$ cat src/hdl/nwt_pkg.sv
// Types, constants and codes shared by the translation table modules.
package nwt_pkg;

	localparam int TABLE_ENTRIES = 64;
	localparam int IDX_W = $clog2(TABLE_ENTRIES);
	localparam int CNT_W = $clog2(TABLE_ENTRIES + 1);

	localparam int IP_W = 32;
	localparam int PORT_W = 16;
	localparam int VAL_W = 48;
	localparam int KEY_W = IP_W + PORT_W + 2;
	localparam int ENTRY_W = KEY_W + VAL_W;

	// Command kinds passed from the front part to the engine.
	localparam logic [1:0] CMD_NONE = 2'd0;
	localparam logic [1:0] CMD_LOOKUP = 2'd1;
	localparam logic [1:0] CMD_INSERT = 2'd2;

	// Operation codes on the request port.
	localparam logic OP_LOOKUP = 1'b0;
	localparam logic OP_INSERT = 1'b1;

	// Match kinds reported with a result.
	localparam logic [1:0] MK_NONE = 2'd0;
	localparam logic [1:0] MK_EXACT = 2'd1;
	localparam logic [1:0] MK_ADDR = 2'd2;
	localparam logic [1:0] MK_PORT = 2'd3;

	localparam int QUEUE_DEPTH = 2;
	localparam int QPTR_W = $clog2(QUEUE_DEPTH);
	localparam int QCNT_W = $clog2(QUEUE_DEPTH + 1);

	// Key layout: address wildcard, port wildcard, address, port.
	typedef logic [KEY_W-1:0] key_t;
	typedef logic [VAL_W-1:0] val_t;

	typedef struct packed {
		logic [1:0] kind;
		key_t key_a;
		key_t key_b;
		key_t key_c;
		val_t value;
	} cmd_t;

	typedef struct packed {
		logic hit;
		val_t found_value;
		logic [1:0] match_kind;
		logic table_full;
	} res_t;

endpackage

$ cat src/hdl/nwt_queue.sv
// Short command queue between the front part and the engine.
module nwt_queue (
	input  logic clk,
	input  logic arst_n,
	input  logic push,
	input  nwt_pkg::cmd_t push_cmd,
	output logic full,
	input  logic pop,
	output logic q_valid,
	output nwt_pkg::cmd_t q_cmd
);
	import nwt_pkg::*;

	cmd_t slots_q [QUEUE_DEPTH];
	logic [QPTR_W-1:0] wr_ptr_q;
	logic [QPTR_W-1:0] rd_ptr_q;
	logic [QCNT_W-1:0] cnt_q;
	logic do_push;
	logic do_pop;

	assign full = (cnt_q == QCNT_W'(QUEUE_DEPTH));
	assign q_valid = (cnt_q != '0);
	assign q_cmd = slots_q[rd_ptr_q];
	assign do_push = push && !full;
	assign do_pop = pop && q_valid;

	// Pointers and fill count.
	always_ff @(posedge clk or negedge arst_n) begin
		if (!arst_n) begin
			wr_ptr_q <= '0;
			rd_ptr_q <= '0;
			cnt_q <= '0;
		end else begin
			if (do_push)
				wr_ptr_q <= (wr_ptr_q == QPTR_W'(QUEUE_DEPTH - 1)) ? '0 : wr_ptr_q + 1'b1;
			if (do_pop)
				rd_ptr_q <= (rd_ptr_q == QPTR_W'(QUEUE_DEPTH - 1)) ? '0 : rd_ptr_q + 1'b1;
			if (do_push && !do_pop)
				cnt_q <= cnt_q + 1'b1;
			else if (do_pop && !do_push)
				cnt_q <= cnt_q - 1'b1;
		end
	end

	// Slot storage.
	always_ff @(posedge clk) begin
		if (do_push)
			slots_q[wr_ptr_q] <= push_cmd;
	end

endmodule

$ cat config.mk
export PLATFORM = sky130hd
export DESIGN_NAME = nwt_queue
export DESIGN_NICKNAME = d
export VERILOG_FILES = /design/src/hdl/nwt_pkg.sv /design/src/hdl/nwt_queue.sv
export SDC_FILE = /design/constraint.sdc
export NUM_CORES = 1
export LEC_CHECK = 0
export ABC_AREA = 1
export BUFFER_PORTS_ARGS = -buffer_cell sky130_fd_sc_hd__buf_4
export CAP_MARGIN = 25
export CORE_MARGIN = 2
export CORE_UTILIZATION = 47
export CTS_BUF_LIST = sky130_fd_sc_hd__clkbuf_8
export DETAILED_ROUTE_END_ITERATION = 7
export PLACE_DENSITY = 0.7
export SYNTH_ARGS = -nofsm -noshare
export SYNTH_HDL_FRONTEND = slang
export SYNTH_SLANG_ARGS = --single-unit
$ cat constraint.sdc
create_clock -name clk -period 11.8 [get_ports clk]
set_input_delay 1.18 -clock clk [delete_from_list [all_inputs] [get_ports clk]]
set_output_delay 1.18 -clock clk [all_outputs]
set_load 0.01 [all_outputs]
==> metrics.md <==
| Metric | Value |
|---|---|
| Outcome | `finished, final reports clean` |
| Fmax | `221 MHz` |
| Post-DR vias/cell | `4.77` |
| Vias in the first global route | `9409` |
| Clock skew | `17.2 ps` |
| Ys Warns | `0` |
| Synth Area in Compound Gates | `0.000340` |
| Gr usage total | `0.204` |
| CTS Hold Bufs | `0` |
| HPWL Detailed | `22.1 mm` |
| Largest fanout on the critical path | `128` |
| Kind of end point of the critical path | `output port` |
| Worst Max-Slew Pin Slew | `1020 ps` |
| Highest routed layer | `met4` |
| Gpl congestion | `0.786` |
| Adder-cell share of the synthesized area | `0.000851` |
| Startpoint types | `flip-flop` |
| Port Buffer Count | `405` |
| I/O pin count | `406` |
| Initial Utilization | `0.480` |
| Met2 WL | `16.4 mm` |
| Clock latency at the later pin of the worst-skew pair | `570 ps` |
| Area grow syn2layout | `31.2%` |
| CTS max path bufs | `3` |
| Synth Area in Simple Gates | `0.158` |
| Post-Route WL | `34.2 mm` |
| Via Count | `9347` |
| CTS tree | `built` |
| Clock Sinks | `404` |
| Die Span X | `181 um` |
| Clk slew on worst S/H paths | `60 ps` |
| Total grt overflow | `0` |
| Post-Syn Area | `14700 sq um` |
| Clock Tree Root | `clkbuf_8` |
| Fillers | `2343` |
| Synth unique cells | `13` |
| Largest family of logic cells by synthesized area | `simple AND/OR/NAND/NOR gates` |
| Leakage | `8.31 nW` |
| Final TNS setup | `0 ps` |
| H-tree depth | `3` |
| Met3 WL | `3.95 mm` |
| WL per Instance | `17.4 um` |
| Fin. max-slew vios | `0` |
| First-pass GRT wire length | `51.4 mm` |
| Pre-Repair DR Iteration Count | `4` |
| CP max stage delay | `800 ps` |
| Yosys reg bits | `404` |
| Share of cells above drive strength 1 | `0.316` |
| CTS Buf Count | `67` |
| Crit Path Class | `reg2out` |
| Post-layout util | `0.629` |
| Most common cell after layout, fill and taps aside | `nand2_1` |
| Data required time of the worst path | `10620 ps` |
| Most frequent cells in the layout | `611 x nand2_1, 412 x buf_4, 400 x edfxtp_1, 69 x clkbuf_8, 28 x inv_1` |
| CP max-delay cell | `inv_6` |
| Synthesized instance count | `1076` |
| Post-synth net total | `1281` |
| VDD IR max | `0.155 mV` |
| Ant diodes | `0` |
| Relative slew slack | `0.321` |
| Post-CTS Resized | `0` |
| Mux contribution to synthesized area | `0` |
| ANT nets after route | `0` |
| # rows | `64` |
| Final Hold Vio Count | `0` |
| Power per Cell Area | `249 nW/um^2` |
| Final period utilization | `0.384` |
| Crit-path cells | `inv_6 -> buf_4 -> nand2_1 -> nand2_1 -> buf_4` |
| Synthesized area per cell | `13.7 sq um` |
| Hold Path Class | `in2async` |
| Seq/Total Area, Yosys | `0.824` |
| # setup viols final | `0` |
| Delay-heaviest family, CP | `buffers and inverters` |
| Initial DRC count | `619` |
| Post-synthesis xor/xnor area fraction | `0.000596` |
| Fin crit period | `4530 ps` |
| Initial antenna violation count | `0` |
| Met1 WL | `13.0 mm` |
| Postcts setup bufs | `0` |
| Die H | `181 um` |
| Max-cap check violation count | `0` |
| Total Power | `0.00480 W` |
| Unrepaired setup endpoints after global routing | `no` |
| DIE AREA | `32700 sq um` |
| Buf+Inv Stages, Crit Path | `3` |
| Core area | `30700 sq um` |
| Hold WS | `410 ps` |
| WP data arrival | `3350 ps` |
| Remaining DRCs | `0` |
| Post-layout net count | `1718` |
| Largest net degree at the start of global routing | `132` |
state kept, by name (all words and copies together) (netlist names):
register,flops
slots_q,400
cnt_q,2
rd_ptr_q,1
wr_ptr_q,1
through the flow:
stage | cells | worst slack [ps] | instance area (sq um)
floorplan | 1076 | 1460 | 14700
detailed placement | 1840 | 7770 | 18100
global placement | 1840 | 7820 | 18100
global route | 1959 | 6950 | 19300
finish | 1959 | 7270 | 19300
CTS | 1959 | 7140 | 19300
final timing paths:
| path | start | end | slack (ps) | depth (start not counted) |
|---|---|---|---|---|
| min in group clk | cnt_q[1]$_DFFE_PN0P_ | cnt_q[1]$_DFFE_PN0P_ | 470 | 2 |
| max in group asynchronous | arst_n | rd_ptr_q$_DFFE_PN0P_ | 11260 | 1 |
| max reg2reg | cnt_q[1]$_DFFE_PN0P_ | slots_q[0][10]$_DFFE_PP_ | 8890 | 6 |
| min reg2reg | cnt_q[1]$_DFFE_PN0P_ | cnt_q[1]$_DFFE_PN0P_ | 470 | 2 |
| min | arst_n | cnt_q[0]$_DFFE_PN0P_ | 410 | 1 |
| max | rd_ptr_q$_DFFE_PN0P_ | q_cmd[77] | 7270 | 5 |
logic make-up after synthesis:
logic type	after synthesis
compound gates	1
fa+ha+maj	1
flops	404
xor+xnor	1
simple gates	617
buf+inv	52
layer usage:
metal,global-route usage,vias to the layer above
met5,0,-
met1,0.248,4364
met2,0.330,411
met3,0.0851,52
met4,0.0703,0
li1,-,4520
cell type report:
class,instances,area [sq um],share of cell area
flip-flops and latches,404,12100,0.628
repair buffers,412,3090,0.160
multi-input cells,620,2350,0.122
clock buffers,69,950,0.0492
well taps,396,495,0.0257
clock inverters,50,239,0.0124
inverters,8,42.5,0.00221
where the power goes:
group | internal (W) | leakage [nW] | switching, W
logic | 0.000645 | 3.85 | 0.000997
registers | 0.00196 | 3.77 | 0.000106
clock network | 0.000567 | 0.691 | 0.000528
cells in the mapped netlist:
| library cell | count | area (sq um) |
|---|---|---|
| nand2_1 | 611 | 2290 |
| edfxtp_1 | 400 | 12000 |
| buf_2 | 42 | 210 |
| inv_1 | 7 | 26.3 |
| dfrtp_1 | 4 | 100 |
| nor2_1 | 3 | 11.3 |
| clkbuf_1 | 2 | 7.51 |
| nand3_1 | 2 | 10.0 |
| ha_1 | 1 | 12.5 |
| inv_2 | 1 | 3.75 |
| nand4_1 | 1 | 6.26 |
| o21ai_0 | 1 | 5.00 |
| xnor2_1 | 1 | 8.76 |
(Power assumes the default switching activity.)
