`config.mk`:
```
export PLATFORM = sky130hd
export DESIGN_NAME = nwt_front
export DESIGN_NICKNAME = d
export VERILOG_FILES = /design/src/hdl/nwt_pkg.sv /design/src/hdl/nwt_front.sv
export SDC_FILE = /design/constraint.sdc
export NUM_CORES = 1
export LEC_CHECK = 0
export BUFFER_PORTS_ARGS = -buffer_cell sky130_fd_sc_hd__buf_2
export CAP_MARGIN = 20
export CELL_PAD_IN_SITES_DETAIL_PLACEMENT = 0
export CELL_PAD_IN_SITES_GLOBAL_PLACEMENT = 1
export CORE_ASPECT_RATIO = 0.75
export CORE_UTILIZATION = 30
export DETAILED_ROUTE_END_ITERATION = 12
export GPL_TIMING_DRIVEN = 0
export PLACE_DENSITY_LB_ADDON = 0.12
export SLEW_MARGIN = 20
export SYNTH_ARGS = -nofsm -noshare
export SYNTH_HDL_FRONTEND = slang
export SYNTH_SLANG_ARGS = --single-unit
```
`constraint.sdc`:
```
create_clock -name clk -period 9.95 [get_ports clk]
set_input_delay 0.995 -clock clk [delete_from_list [all_inputs] [get_ports clk]]
set_output_delay 0.995 -clock clk [all_outputs]
set_load 0.03 [all_outputs]
```
`src/hdl/nwt_pkg.sv`:
```
// Types, constants and codes shared by the translation table modules.
package nwt_pkg;

	localparam int TABLE_ENTRIES = 64;
	localparam int IDX_W = $clog2(TABLE_ENTRIES);
	localparam int CNT_W = $clog2(TABLE_ENTRIES + 1);

	localparam int IP_W = 32;
	localparam int PORT_W = 16;
	localparam int VAL_W = 48;
	localparam int KEY_W = IP_W + PORT_W + 2;
	localparam int ENTRY_W = KEY_W + VAL_W;

	// Command kinds passed from the front part to the engine.
	localparam logic [1:0] CMD_NONE = 2'd0;
	localparam logic [1:0] CMD_LOOKUP = 2'd1;
	localparam logic [1:0] CMD_INSERT = 2'd2;

	// Operation codes on the request port.
	localparam logic OP_LOOKUP = 1'b0;
	localparam logic OP_INSERT = 1'b1;

	// Match kinds reported with a result.
	localparam logic [1:0] MK_NONE = 2'd0;
	localparam logic [1:0] MK_EXACT = 2'd1;
	localparam logic [1:0] MK_ADDR = 2'd2;
	localparam logic [1:0] MK_PORT = 2'd3;

	localparam int QUEUE_DEPTH = 2;
	localparam int QPTR_W = $clog2(QUEUE_DEPTH);
	localparam int QCNT_W = $clog2(QUEUE_DEPTH + 1);

	// Key layout: address wildcard, port wildcard, address, port.
	typedef logic [KEY_W-1:0] key_t;
	typedef logic [VAL_W-1:0] val_t;

	typedef struct packed {
		logic [1:0] kind;
		key_t key_a;
		key_t key_b;
		key_t key_c;
		val_t value;
	} cmd_t;

	typedef struct packed {
		logic hit;
		val_t found_value;
		logic [1:0] match_kind;
		logic table_full;
	} res_t;

endpackage

```
`src/hdl/nwt_front.sv`:
```
// Front part: accepts requests, builds the search keys and classifies them.
module nwt_front (
	input  logic clk,
	input  logic arst_n,
	input  logic in_valid,
	output logic in_stall,
	input  logic operation,
	input  logic [31:0] ip_address,
	input  logic ip_any,
	input  logic [15:0] port_number,
	input  logic port_any,
	input  logic [47:0] new_value,
	output logic cmd_valid,
	output nwt_pkg::cmd_t cmd,
	input  logic q_full
);
	import nwt_pkg::*;

	logic vld_q;
	cmd_t cmd_q;
	cmd_t cmd_d;
	logic accept;
	logic push;
	key_t ins_key;

	// The stage holds one request until the queue has room for it.
	assign push = vld_q && !q_full;
	assign in_stall = vld_q && q_full;
	assign accept = in_valid && !in_stall;

	// Wildcarded parts of an insert key are stored as zero.
	assign ins_key = {ip_any, port_any, ip_any ? {IP_W{1'b0}} : ip_address,
		port_any ? {PORT_W{1'b0}} : port_number};

	// Classify the request and prepare the three lookup keys.
	always_comb begin
		cmd_d.value = new_value;
		cmd_d.key_a = ins_key;
		cmd_d.key_b = ins_key;
		cmd_d.key_c = ins_key;
		cmd_d.kind = CMD_NONE;
		if (operation == OP_INSERT) begin
			if (!(ip_any && port_any))
				cmd_d.kind = CMD_INSERT;
		end else if (!ip_any && !port_any) begin
			cmd_d.kind = CMD_LOOKUP;
			cmd_d.key_a = {1'b0, 1'b0, ip_address, port_number};
			cmd_d.key_b = {1'b0, 1'b1, ip_address, {PORT_W{1'b0}}};
			cmd_d.key_c = {1'b1, 1'b0, {IP_W{1'b0}}, port_number};
		end
	end

	// Stage valid flag.
	always_ff @(posedge clk or negedge arst_n) begin
		if (!arst_n) begin
			vld_q <= 1'b0;
		end else if (accept) begin
			vld_q <= 1'b1;
		end else if (push) begin
			vld_q <= 1'b0;
		end
	end

	// Stage payload.
	always_ff @(posedge clk) begin
		if (accept)
			cmd_q <= cmd_d;
	end

	assign cmd_valid = vld_q;
	assign cmd = cmd_q;

endmodule

```
==> key figures, run 1 <==
Run status
  – Run status: finished clean

Yosys
  – Cells after Synth: 318
  – Commonest cells in the synthesized netlist: sky130_fd_sc_hd__edfxtp_1, sky130_fd_sc_hd__nor2b_1, sky130_fd_sc_hd__buf_4, sky130_fd_sc_hd__and2b_1, sky130_fd_sc_hd__nor2b_2
  – Most common flop cell mapped by yosys: sky130_fd_sc_hd__edfxtp_1
  – Synthesized net count: 421
  – Area share of the largest cell type after synthesis: 0.7847
  – Mapped Avg Cell Area: around 18 um^2
  – Synth Cell Area: 0.005741 mm^2
  – Number of synthesized register bits: 151
  – Count of flip-flops with a built-in enable after synthesis: 150
  – Part of the Yosys area used for sequential elements: 0.7890
  – Most repeated cell in the gate-level netlist after synthesis: sky130_fd_sc_hd__edfxtp_1
  – Proportion of synthesized flip-flops having asynchronous set or reset: 0.006623
  – Top cell type by total area after synthesis: sky130_fd_sc_hd__edfxtp_1
  – Cell types occupying the most area after synthesis: sky130_fd_sc_hd__edfxtp_1, sky130_fd_sc_hd__nor2b_1, sky130_fd_sc_hd__buf_4, sky130_fd_sc_hd__and2b_1, sky130_fd_sc_hd__nor2b_2
  – Post-synth cell types: 16
  – YS warnings: 0

Global routing
  – Vias in the first global route: 3367
  – Overall overflow remaining after global route: 0
  – Global router's overall resource usage: 0.1315
  – Maximum number of pins on one net before global-route repair: 30
  – Antenna violations before repair: 0
  – First-pass GRT wire length: 18860 um

Worst setup path
  – Critical Path Source Type: input pin
  – Crit path top cell by count: sky130_fd_sc_hd__buf_12
  – Signal arrival time at the worst endpoint: 2640 ps
  – Critical path required time: 10060 ps
  – Worst Reg-to-Reg Cells: 5
  – Critical path class: input pin to flop
  – Crit end category: flop
  – R2r setup slk: 7700 ps
  – Highest-delay cell along the critical path: sky130_fd_sc_hd__nor2b_4
  – Maximum fanout along the worst path: 29
  – FF-to-FF Start: cmd_valid
  – Worst R2R End: cmd[82]
  – Crit path cell chain: buf_2 -> and2_1 -> nor2b_4 -> buf_12 -> buf_12 -> buf_12
  – Slowest stage delay, CP: 630 ps

Timing
  – Transition time of the tightest slew-check pin: 787.4 ps
  – Maximum operating frequency: 0.3957 GHz
  – Worst clock skew: 7.795 ps
  – Post-route worst hold slack: 338.2 ps
  – Max Slew Vio Count: 0
  – Final WS setup: 7423 ps
  – Final hold viol count: 0
  – Final setup fails: 0
  – Worst slew margin: 0.4739
  – Period utilisation layout: 0.2540
  – Final critical-path required period: 2527 ps
  – RSZ-0062 raised after global routing: false
  – Final TNS setup: 0 ps

Drt
  – First-pass DRT Iterations: 4
  – Number of DRC markers after the initial detailed-route iteration: between 100 and 150
  – DRC: 0
  – Number of routed nets with antenna violations: 0
  – Vias/cell: 3.980
  – Routed WL per cell: between 10 and 15 um
  – Via count: about 3600
  – Routed wire length: roughly 13000 um

Final layout
  – Area taken by flip-flops and latches: 0.004529 mm^2
  – Final std cells w/o fill: approximately 900
  – Fillers: 1784
  – Area delta synth->final: 43.22%
  – Share of final-layout standard cells stronger than drive strength 1: 0.6332
  – Nets@finish: 747
  – Antenna diode count: 0
  – Multi-input gate area: approximately 740 um^2

Clocking
  – CTS tree: built
  – Worst skew pair latency: 410 ps
  – Maximum level of the CTS H-tree: 4
  – Bufs on Longest Clock Path: 2
  – Root cell of the clock tree: sky130_fd_sc_hd__clkbuf_16
  – Post-CTS Repair Setup Buffers: 0
  – Num Clock Sinks: around 150
  – CTS Buf Count: 17
  – Number of hold-repair buffers added at the cts stage: 0
  – Resized cells post-CTS: 0
  – Clock transition at the registers of the reported paths: 60 ps

Pwr
  – Peak supply drop: approximately 0.084 mV
  – Leakage component of the power: between 0.003 and 0.004 uW
  – Tot Pwr: 1571 uW
  – Power per cell area: about 190 mW/mm^2

Floorplan
  – Number of core rows: 43
  – Core region area: ~0.019 mm^2
  – Initial core utilization: 0.3084
  – Area of the die: 0.01970 mm^2
  – Height of the die: 121.8 um
  – Total I/O pin count: 305
  – Horizontal die dimension: about 160 um

Place
  – Worst slack, placed: 6969 ps
  – Estimated wirelength of the detail-placed design: 9787 um
  – Port buffer count: 302
  – Gpl congestion: about 0.76
  – Placed Cells: 872

Worst hold path
  – Path category of the worst min-delay check: input pin to async pin

Job
  – Number of maximum-capacitance violations: 0
## worst max-delay path by stage
stage               startpoint        to  slack [ps]  depth (start not counted)
global route            q_full  cmd[182]        7290                          6
finish                  q_full   cmd[82]        7420                          6
CTS                     q_full  cmd[165]        7410                          6
floorplan               q_full    cmd[0]        1430                          2
global placement        q_full   cmd[70]       -1250                          3
detailed placement      q_full   cmd[73]        6970                          6
## sequential cells by signal, indices dropped and copies added (netlist names)
name / count
cmd: 150
cmd_valid: 1
## area by class of cell
type | instances | area share
repair buffers | 307 | 0.1969
clock inverters | 14 | 0.01415
well taps | 247 | 0.03759
plain buffers | 62 | 0.05874
multi-input cells | 105 | 0.08948
flip-flops and latches | 151 | 0.5509
clock buffers | 18 | 0.05220
## power breakdown
part	switching (uW)	total (uW)	leakage, uW	internal, uW
Clock	264	588	0.000256	324
Combinational	149	227	0.00191	78.1
Sequential	12.2	756	0.00147	744
Total	425	1570	0.00364	1150
## layout by cell type, fill, tap and decap left out, drive strengths merged
cell	Yosys	final
clkbuf	3	21
buf	59	366
edfxtp	150	150
nor2	2	2
nor2b	76	76
and2	1	1
inv	0	5
a21boi	1	1
clkinvlp	0	4
nor3	1	1
clkinv	0	5
or2	3	3
dfrtp	1	1
and2b	21	21
## worst max-delay path: cells and delay by family
family,cells,cell delay (ps)
buffers and inverters,4,800
and+or+nand+nor,2,790
## through the flow
| stage | area (um^2) | util |
|---|---|---|
| floorplan | 5741 | - |
| global placement | 7561 | 0.4062 |
| detailed placement | 7676 | 0.4124 |
| CTS | 8222 | 0.4417 |
| global route | 8222 | 0.4417 |
| finish | 8222 | 0.4417 |
## cells by family after synthesis
group / count (synthesis) / synth area share
AND/OR/NAND/NOR: 104 / 0.1255
buffers and inverters: 62 / 0.08413
flip-flops: 151 / 0.7890
AO/OA/AOI/OAI: 1 / 0.001308
## metal layers
| metal | wire length (um) | up-vias | track usage |
|---|---|---|---|
| li1 | - | 1726 | - |
| met1 | 5378 | 1685 | 0.1582 |
| met2 | 6256 | 174 | 0.2131 |
| met3 | 1196 | 13 | 0.05243 |
| met4 | 157 | 0 | 0.04953 |
| met5 | 0 | - | 0 |
Power figures use the tool's default switching activity.
==> inputs of run 2 (changes only) <==
Clock period 9.95 ns to 2.3 ns, I/O delays scaled along.
==> run 2 against run 1 <==
Critical path depth decreased by 2. Via count up 5.8%. Global-route usage is 0.61 points higher. Sequential power increased to 4.3 times the previous value. Clock skew rose by 0.94 ps. Sequential cell count stayed put. First-iteration DRC count grew 7.9%. Cell count is 5.8% higher. Count of clock-buffer cells in the layout shrank 1. Hold slack got worse by 240 ps. Utilization up 2.9 points. Clock power increased to 4.4 times the previous value. Largest power group unchanged. Highest routed layer unchanged.
==> key figures, run 2 (synthesis results as in run 1) <==
Clocking
  – Resized cells post-CTS: 0
  – Root cell of the clock tree: sky130_fd_sc_hd__clkbuf_16
  – Worst skew pair latency: between 400 and 500 ps
  – CTS Buf Count: 17
  – Num Clock Sinks: 151
  – Bufs on Longest Clock Path: 2
  – CTS tree: built
  – Clock transition at the registers of the reported paths: 70 ps
  – Maximum level of the CTS H-tree: 4

Worst setup path
  – Worst R2R End: cmd[184]
  – FF-to-FF Start: cmd_valid
  – Slowest stage delay, CP: ~490 ps
  – Bufs and invs on worst path: 2
  – Logic depth of the worst setup path including buffers: 4
  – Critical Path Source Type: flop
  – Maximum fanout along the worst path: 29
  – Endpoint of the most critical setup path: cmd[184]
  – Critical path required time: 2410 ps
  – Critical path launch point: cmd_valid
  – Crit path cell chain: and2_4 -> nor2b_4 -> buf_16 -> buf_12
  – Cell type group with the largest total delay on the critical path: simple AND/OR/NAND/NOR gates
  – Crit end category: flop
  – Critical path class: flop to flop
  – Highest-delay cell along the critical path: sky130_fd_sc_hd__nor2b_4
  – Signal arrival time at the worst endpoint: 1940 ps
  – Worst Reg-to-Reg Cells: 4
  – R2r setup slk: 470 ps

Global routing
  – Vias in the first global route: 3491
  – Maximum number of pins on one net before global-route repair: 30
  – Overall overflow remaining after global route: 0
  – First-pass GRT wire length: 19570 um
  – Antenna violations before repair: 0
  – Global router's overall resource usage: 0.1376

Place
  – Placed Cells: 873
  – Gpl congestion: 0.7282
  – Estimated wirelength of the detail-placed design: 10050 um
  – Port buffer count: 302
  – Placed Instance Area: 0.007715 mm^2

Drt
  – Routed WL per cell: 14.43 um
  – Via count: 3805
  – Vias/cell: 3.980
  – First-pass DRT Iterations: 4
  – Number of routed nets with antenna violations: 0
  – Routed wire length: 13800 um
  – Number of DRC markers after the initial detailed-route iteration: 150
  – DRC: 0

Final layout
  – Leading cell type in the layout, fill and taps excluded: sky130_fd_sc_hd__buf_2
  – Area taken by flip-flops and latches: ~0.0045 mm^2
  – Flip-flop count of the largest register after layout: 150
  – Most used cells in the layout excluding fill and tap cells: sky130_fd_sc_hd__buf_2, sky130_fd_sc_hd__edfxtp_1, sky130_fd_sc_hd__nor2b_1
  – Post-Layout Inst Area: 0.008768 mm^2
  – Multi-input gate area: ~740 um^2
  – Nets@finish: 799
  – Share of final-layout standard cells stronger than drive strength 1: 0.5918
  – Area delta synth->final: 52.75%
  – Final std cells w/o fill: between 900 and 1000
  – Fillers: 1734

Floorplan
  – Initial core utilization: 0.3084
  – Total I/O pin count: 305
  – Horizontal die dimension: 161.7 um
  – Height of the die: between 100 and 150 um
  – Area of the die: 0.01970 mm^2
  – Number of core rows: 43
  – Core region area: 0.01862 mm^2

Timing
  – Maximum operating frequency: 0.5456 GHz
  – Final setup fails: 0
  – Max Slew Vio Count: 0
  – Final hold viol count: 0
  – Post-route worst hold slack: 102.9 ps
  – Transition time of the tightest slew-check pin: 606.8 ps
  – Worst clock skew: 8.734 ps
  – Final critical-path required period: approximately 1800 ps
  – Worst slew margin: 0.5946
  – RSZ-0062 raised after global routing: false
  – Period utilisation layout: 0.7968

Run status
  – Run status: finished clean

Pwr
  – Leakage component of the power: 0.003869 uW
  – Peak supply drop: 0.3764 mV
  – Power per cell area: 787.8 mW/mm^2

Worst hold path
  – Path category of the worst min-delay check: input pin to async pin

Job
  – Number of maximum-capacitance violations: 0
[run 2: cell count changes in the layout (fill, tap and decap cells not counted)]
cell                            before  now
sky130_fd_sc_hd__and2_1              1    0
sky130_fd_sc_hd__and2_4              0    1
sky130_fd_sc_hd__buf_12              4    3
sky130_fd_sc_hd__buf_16              1    3
sky130_fd_sc_hd__clkbuf_1            3    2
sky130_fd_sc_hd__clkinv_2            1    2
sky130_fd_sc_hd__clkinv_4            4    1
sky130_fd_sc_hd__dfrtp_1             1    0
sky130_fd_sc_hd__dfrtp_2             0    1
sky130_fd_sc_hd__diode_2             0    1
sky130_fd_sc_hd__dlygate4sd3_1       0   51
sky130_fd_sc_hd__inv_6               4    5
sky130_fd_sc_hd__inv_8               1    2
[run 2: what timing repair did]
| action | 4_1_cts | 5_1_grt |
|---|---|---|
| hold endpoints to repair | 51 | 0 |
| hold buffers | 51 | 0 |
| setup buffers | 0 | 0 |
[run 2: how the worst min path moves through the flow]
stage	start	endpoint	slack [ps]
global placement	arst_n	cmd_valid	5
finish	arst_n	cmd_valid	100
detailed placement	arst_n	cmd_valid	6
global route	arst_n	cmd_valid	90
CTS	arst_n	cmd_valid	80
floorplan	arst_n	cmd_valid	-70
[run 2: where the power goes]
part | switching [uW] | leakage (uW) | internal [uW]
Combinational | 664 | 0.00214 | 404
Sequential | 54.3 | 0.00147 | 3220
Clock | 1170 | 0.000257 | 1400
Total | 1890 | 0.00387 | 5020
[run 2: area by class of cell]
cell class                 instances  area share
antenna                            1   0.0002854
buffer                            62     0.05508
clock buffer                      17     0.04852
clock inverter                    14     0.01313
multi-input combinational        105     0.08419
sequential                       151      0.5167
tap                              247     0.03525
timing repair buffer             359      0.2469
[run 2: metal layers]
metal	GRT usage	share of wire
met1	0.1651	0.42
met2	0.2182	0.48
met3	0.06129	0.094
met4	0.05189	0.010
met5	0	0
[run 2: metrics by stage]
step	setup WS [ps]	setup TNS [ps]	utilization	power, uW
global route	353.6	0	0.4709	7167
floorplan	-1025	-153750	-	3984
global placement	-1741	-258870	0.4068	4310
finish	467.3	0	0.4710	6908
detailed placement	457.5	0	0.4144	4341
CTS	435.9	0	0.4709	6998
==> inputs of run 3 (changes only) <==
Settings changed: ABC_AREA set to 1.
Clock period 2.3 ns to 1.8 ns, I/O delays scaled along.
==> run 3 against run 2 <==
Sequential power increased by 28%. Critical path depth increased by 2. Total power increased by 32%. Non-clock buffer count increased by 2. Routed wire length increased by 0.62%. Utilization increased by 0.32 points. Synthesized cell count increased by 16%. Cell count increased by 5.8%. Sequential cell count unchanged. Global-route usage increased by 0.45 points. Maximum frequency increased by 14%.
==> key figures, run 3 <==
Timing
  – Final TNS setup: 0 ps
  – Period utilisation layout: 0.8917
  – Maximum operating frequency: 0.6231 GHz
  – RSZ-0062 raised after global routing: false
  – Final WS setup: 195.0 ps
  – Transition time of the tightest slew-check pin: 227.2 ps
  – Max Slew Vio Count: 0
  – Final critical-path required period: 1605 ps
  – Post-route worst hold slack: 34.38 ps
  – Final setup fails: 0
  – Worst slew margin: 0.8482
  – Final hold viol count: 0
  – Worst clock skew: between 9 and 10 ps

Pwr
  – Sequential Power Share: 0.459
  – Combinational cell fraction of total power: 0.150
  – Peak supply drop: 0.5946 mV
  – Net switching fraction of the power: 0.2676
  – Power per cell area: 1041 mW/mm^2
  – Cell internal pwr: 6675 uW
  – Leakage component of the power: 0.004204 uW
  – Relative contribution of the clock network to total power: 0.392
  – Switching component of the power: 2438 uW

Worst setup path
  – Critical path required time: 1920 ps
  – Slowest stage delay, CP: between 400 and 500 ps
  – Crit path cell chain: nand2_2 -> inv_4 -> nor2_4 -> buf_16 -> buf_12 -> buf_12
  – Bufs and invs on worst path: 4
  – Crit end category: flop
  – Cell type group with the largest total delay on the critical path: buffers and inverters
  – Crit path top cell by count: sky130_fd_sc_hd__buf_12
  – Maximum fanout along the worst path: 29
  – Critical Path Source Type: flop
  – Critical path class: flop to flop
  – Signal arrival time at the worst endpoint: between 1500 and 2000 ps
  – Highest-delay cell along the critical path: sky130_fd_sc_hd__dfrtp_2

Global routing
  – First-pass GRT wire length: 20470 um
  – Maximum number of pins on one net before global-route repair: 30
  – Grt met3 use: 0.06152
  – Global router's overall resource usage: 0.1421
  – Vias in the first global route: around 3800
  – Antenna violations before repair: 0
  – GR peak layer: met2
  – Grt met2 use: 0.2208
  – Met1 Resource Use GR: 0.1783
  – Overall overflow remaining after global route: 0

Drt
  – First-pass DRT Iterations: 5
  – Number of DRC markers after the initial detailed-route iteration: approximately 160
  – DRC: 0
  – Routed wire length: between 10000 and 15000 um
  – Routed WL per cell: 13.73 um
  – Number of routed nets with antenna violations: 0
  – Vias/cell: 3.948
  – Via count: around 4000

Final layout
  – Post-Layout Inst Area: 0.008751 mm^2
  – Area delta synth->final: 54.80%
  – Leading cell type in the layout, fill and taps excluded: sky130_fd_sc_hd__buf_2
  – Most used cells in the layout excluding fill and tap cells: sky130_fd_sc_hd__buf_2, sky130_fd_sc_hd__edfxtp_1, sky130_fd_sc_hd__buf_4
  – Fillers: 1680
  – Flip-flop count of the largest register after layout: 150
  – Antenna diode count: 0
  – Share of final-layout standard cells stronger than drive strength 1: 0.5563
  – Nets@finish: 854
  – Final std cells w/o fill: 1011

Floorplan
  – Horizontal die dimension: 160.5 um
  – Core region area: between 0.015 and 0.02 mm^2
  – Initial core utilization: 0.3063
  – Area of the die: 0.01940 mm^2
  – Total I/O pin count: around 310
  – Height of the die: roughly 120 um
  – Number of core rows: 43

Clocking
  – Maximum level of the CTS H-tree: 4
  – Num Clock Sinks: 151
  – Root cell of the clock tree: sky130_fd_sc_hd__clkbuf_16
  – Bufs on Longest Clock Path: 2
  – Worst skew pair latency: 420 ps
  – Clock transition at the registers of the reported paths: 70 ps
  – CTS Buf Count: 17
  – CTS tree: built

Yosys
  – Proportion of synthesized flip-flops having asynchronous set or reset: 0.006623
  – Synth Cell Area: between 0.005 and 0.006 mm^2
  – Synthesized net count: 472
  – Most repeated cell in the gate-level netlist after synthesis: sky130_fd_sc_hd__edfxtp_1
  – Mapped Avg Cell Area: 15.32 um^2
  – Post-synth cell types: 14
  – Commonest cells in the synthesized netlist: sky130_fd_sc_hd__edfxtp_1, sky130_fd_sc_hd__buf_4, sky130_fd_sc_hd__inv_1, sky130_fd_sc_hd__nand2_1, sky130_fd_sc_hd__nor2_1
  – Part of the Yosys area used for sequential elements: 0.8012
  – Number of synthesized register bits: 151
  – Cells after Synth: around 370
  – YS warnings: 0
  – Most common flop cell mapped by yosys: sky130_fd_sc_hd__edfxtp_1
  – Area share of the largest cell type after synthesis: 0.7968
  – Top cell type by total area after synthesis: sky130_fd_sc_hd__edfxtp_1
  – Count of flip-flops with a built-in enable after synthesis: 150
  – Cell types occupying the most area after synthesis: sky130_fd_sc_hd__edfxtp_1, sky130_fd_sc_hd__buf_4, sky130_fd_sc_hd__inv_1, sky130_fd_sc_hd__nand2_1, sky130_fd_sc_hd__nor2_1

Place
  – Placed Instance Area: approximately 0.0076 mm^2
  – Estimated wirelength of the detail-placed design: 10120 um
  – Worst slack, placed: -150.4 ps
  – Gpl congestion: 0.7511
  – Placed Cells: 926
  – Port buffer count: 304

Job
  – Number of maximum-capacitance violations: 0

Worst hold path
  – Path category of the worst min-delay check: input pin to flop

Run status
  – Run status: finished clean
[run 3: cell count changes after synthesis, moves of 10 or more]
cell / change
sky130_fd_sc_hd__nand2_1: +45
sky130_fd_sc_hd__nor2b_1: -62
sky130_fd_sc_hd__nor2_2: +10
sky130_fd_sc_hd__nor2b_2: -14
sky130_fd_sc_hd__inv_1: +50
sky130_fd_sc_hd__nor2_1: +40
sky130_fd_sc_hd__and2b_1: -21
[run 3: layout make-up]
class                           count  area, um^2  area share
Buffer                             60       469.2     0.05362
Clock buffer                       18       429.2     0.04904
Clock inverter                     14       163.9     0.01873
Inverter                           52       197.7     0.02259
Multi-Input combinational cell    106       469.2     0.05362
Sequential cell                   151        4531      0.5177
Tap cell                          247       309.0     0.03532
Timing Repair Buffer              363        2182      0.2494
[run 3: metrics by stage]
stage	utilization	total power [uW]
after floorplan	-	5075
after global placement	0.4063	5506
after detailed placement	0.4136	5544
after CTS	0.4742	9248
after global routing	0.4742	9476
final	0.4742	9113
[run 3: tightest hold or removal path: cells and delay by family]
family,cells,cell delay (ps)
AND/OR/NAND/NOR,1,60
buffers and inverters,2,120
[run 3: power by group through the flow]
stage / Clock (uW) / Combinational, uW / Sequential (uW)
after floorplan: 0 / 413 / 4660
after global placement: 0 / 1230 / 4270
after detailed placement: 0 / 1290 / 4260
after CTS: 3680 / 1380 / 4180
after global routing: 3820 / 1460 / 4200
final: 3570 / 1360 / 4180
[run 3: cell families (layout without fill, tap and decap cells)]
family,Yosys count,count (layout),share of synthesized area
flip-flops,151,151,0.8012
AND/OR/NAND/NOR,103,103,0.07813
AO/OA/AOI/OAI,3,3,0.003099
buffers and inverters,112,507,0.1175
[run 3: timing repair]
action	CTS	global route
hold endpoints to repair	50	0
setup endpoints to repair	29	0
resized for setup	0	0
hold buffers	51	0
buffers inserted	2	0
[run 3: path summary, 6_finish.rpt]
check                      depth (start not counted)      startpoint        end  slack (ps)
max                                                6       cmd_valid    cmd[14]         200
min in group asynchronous                          2          arst_n  cmd_valid          60
max reg2reg                                        6       cmd_valid    cmd[14]         200
min                                                3  port_number[8]   cmd[156]          30
min reg2reg                                        4       cmd_valid   cmd[185]         890
max in group asynchronous                          2          arst_n  cmd_valid        1650
[run 3: metal layers]
metal	share of wire	routed length (um)
met5	0	0
met4	0.0096	133
met3	0.099	1369
met2	0.47	6464
met1	0.43	5914
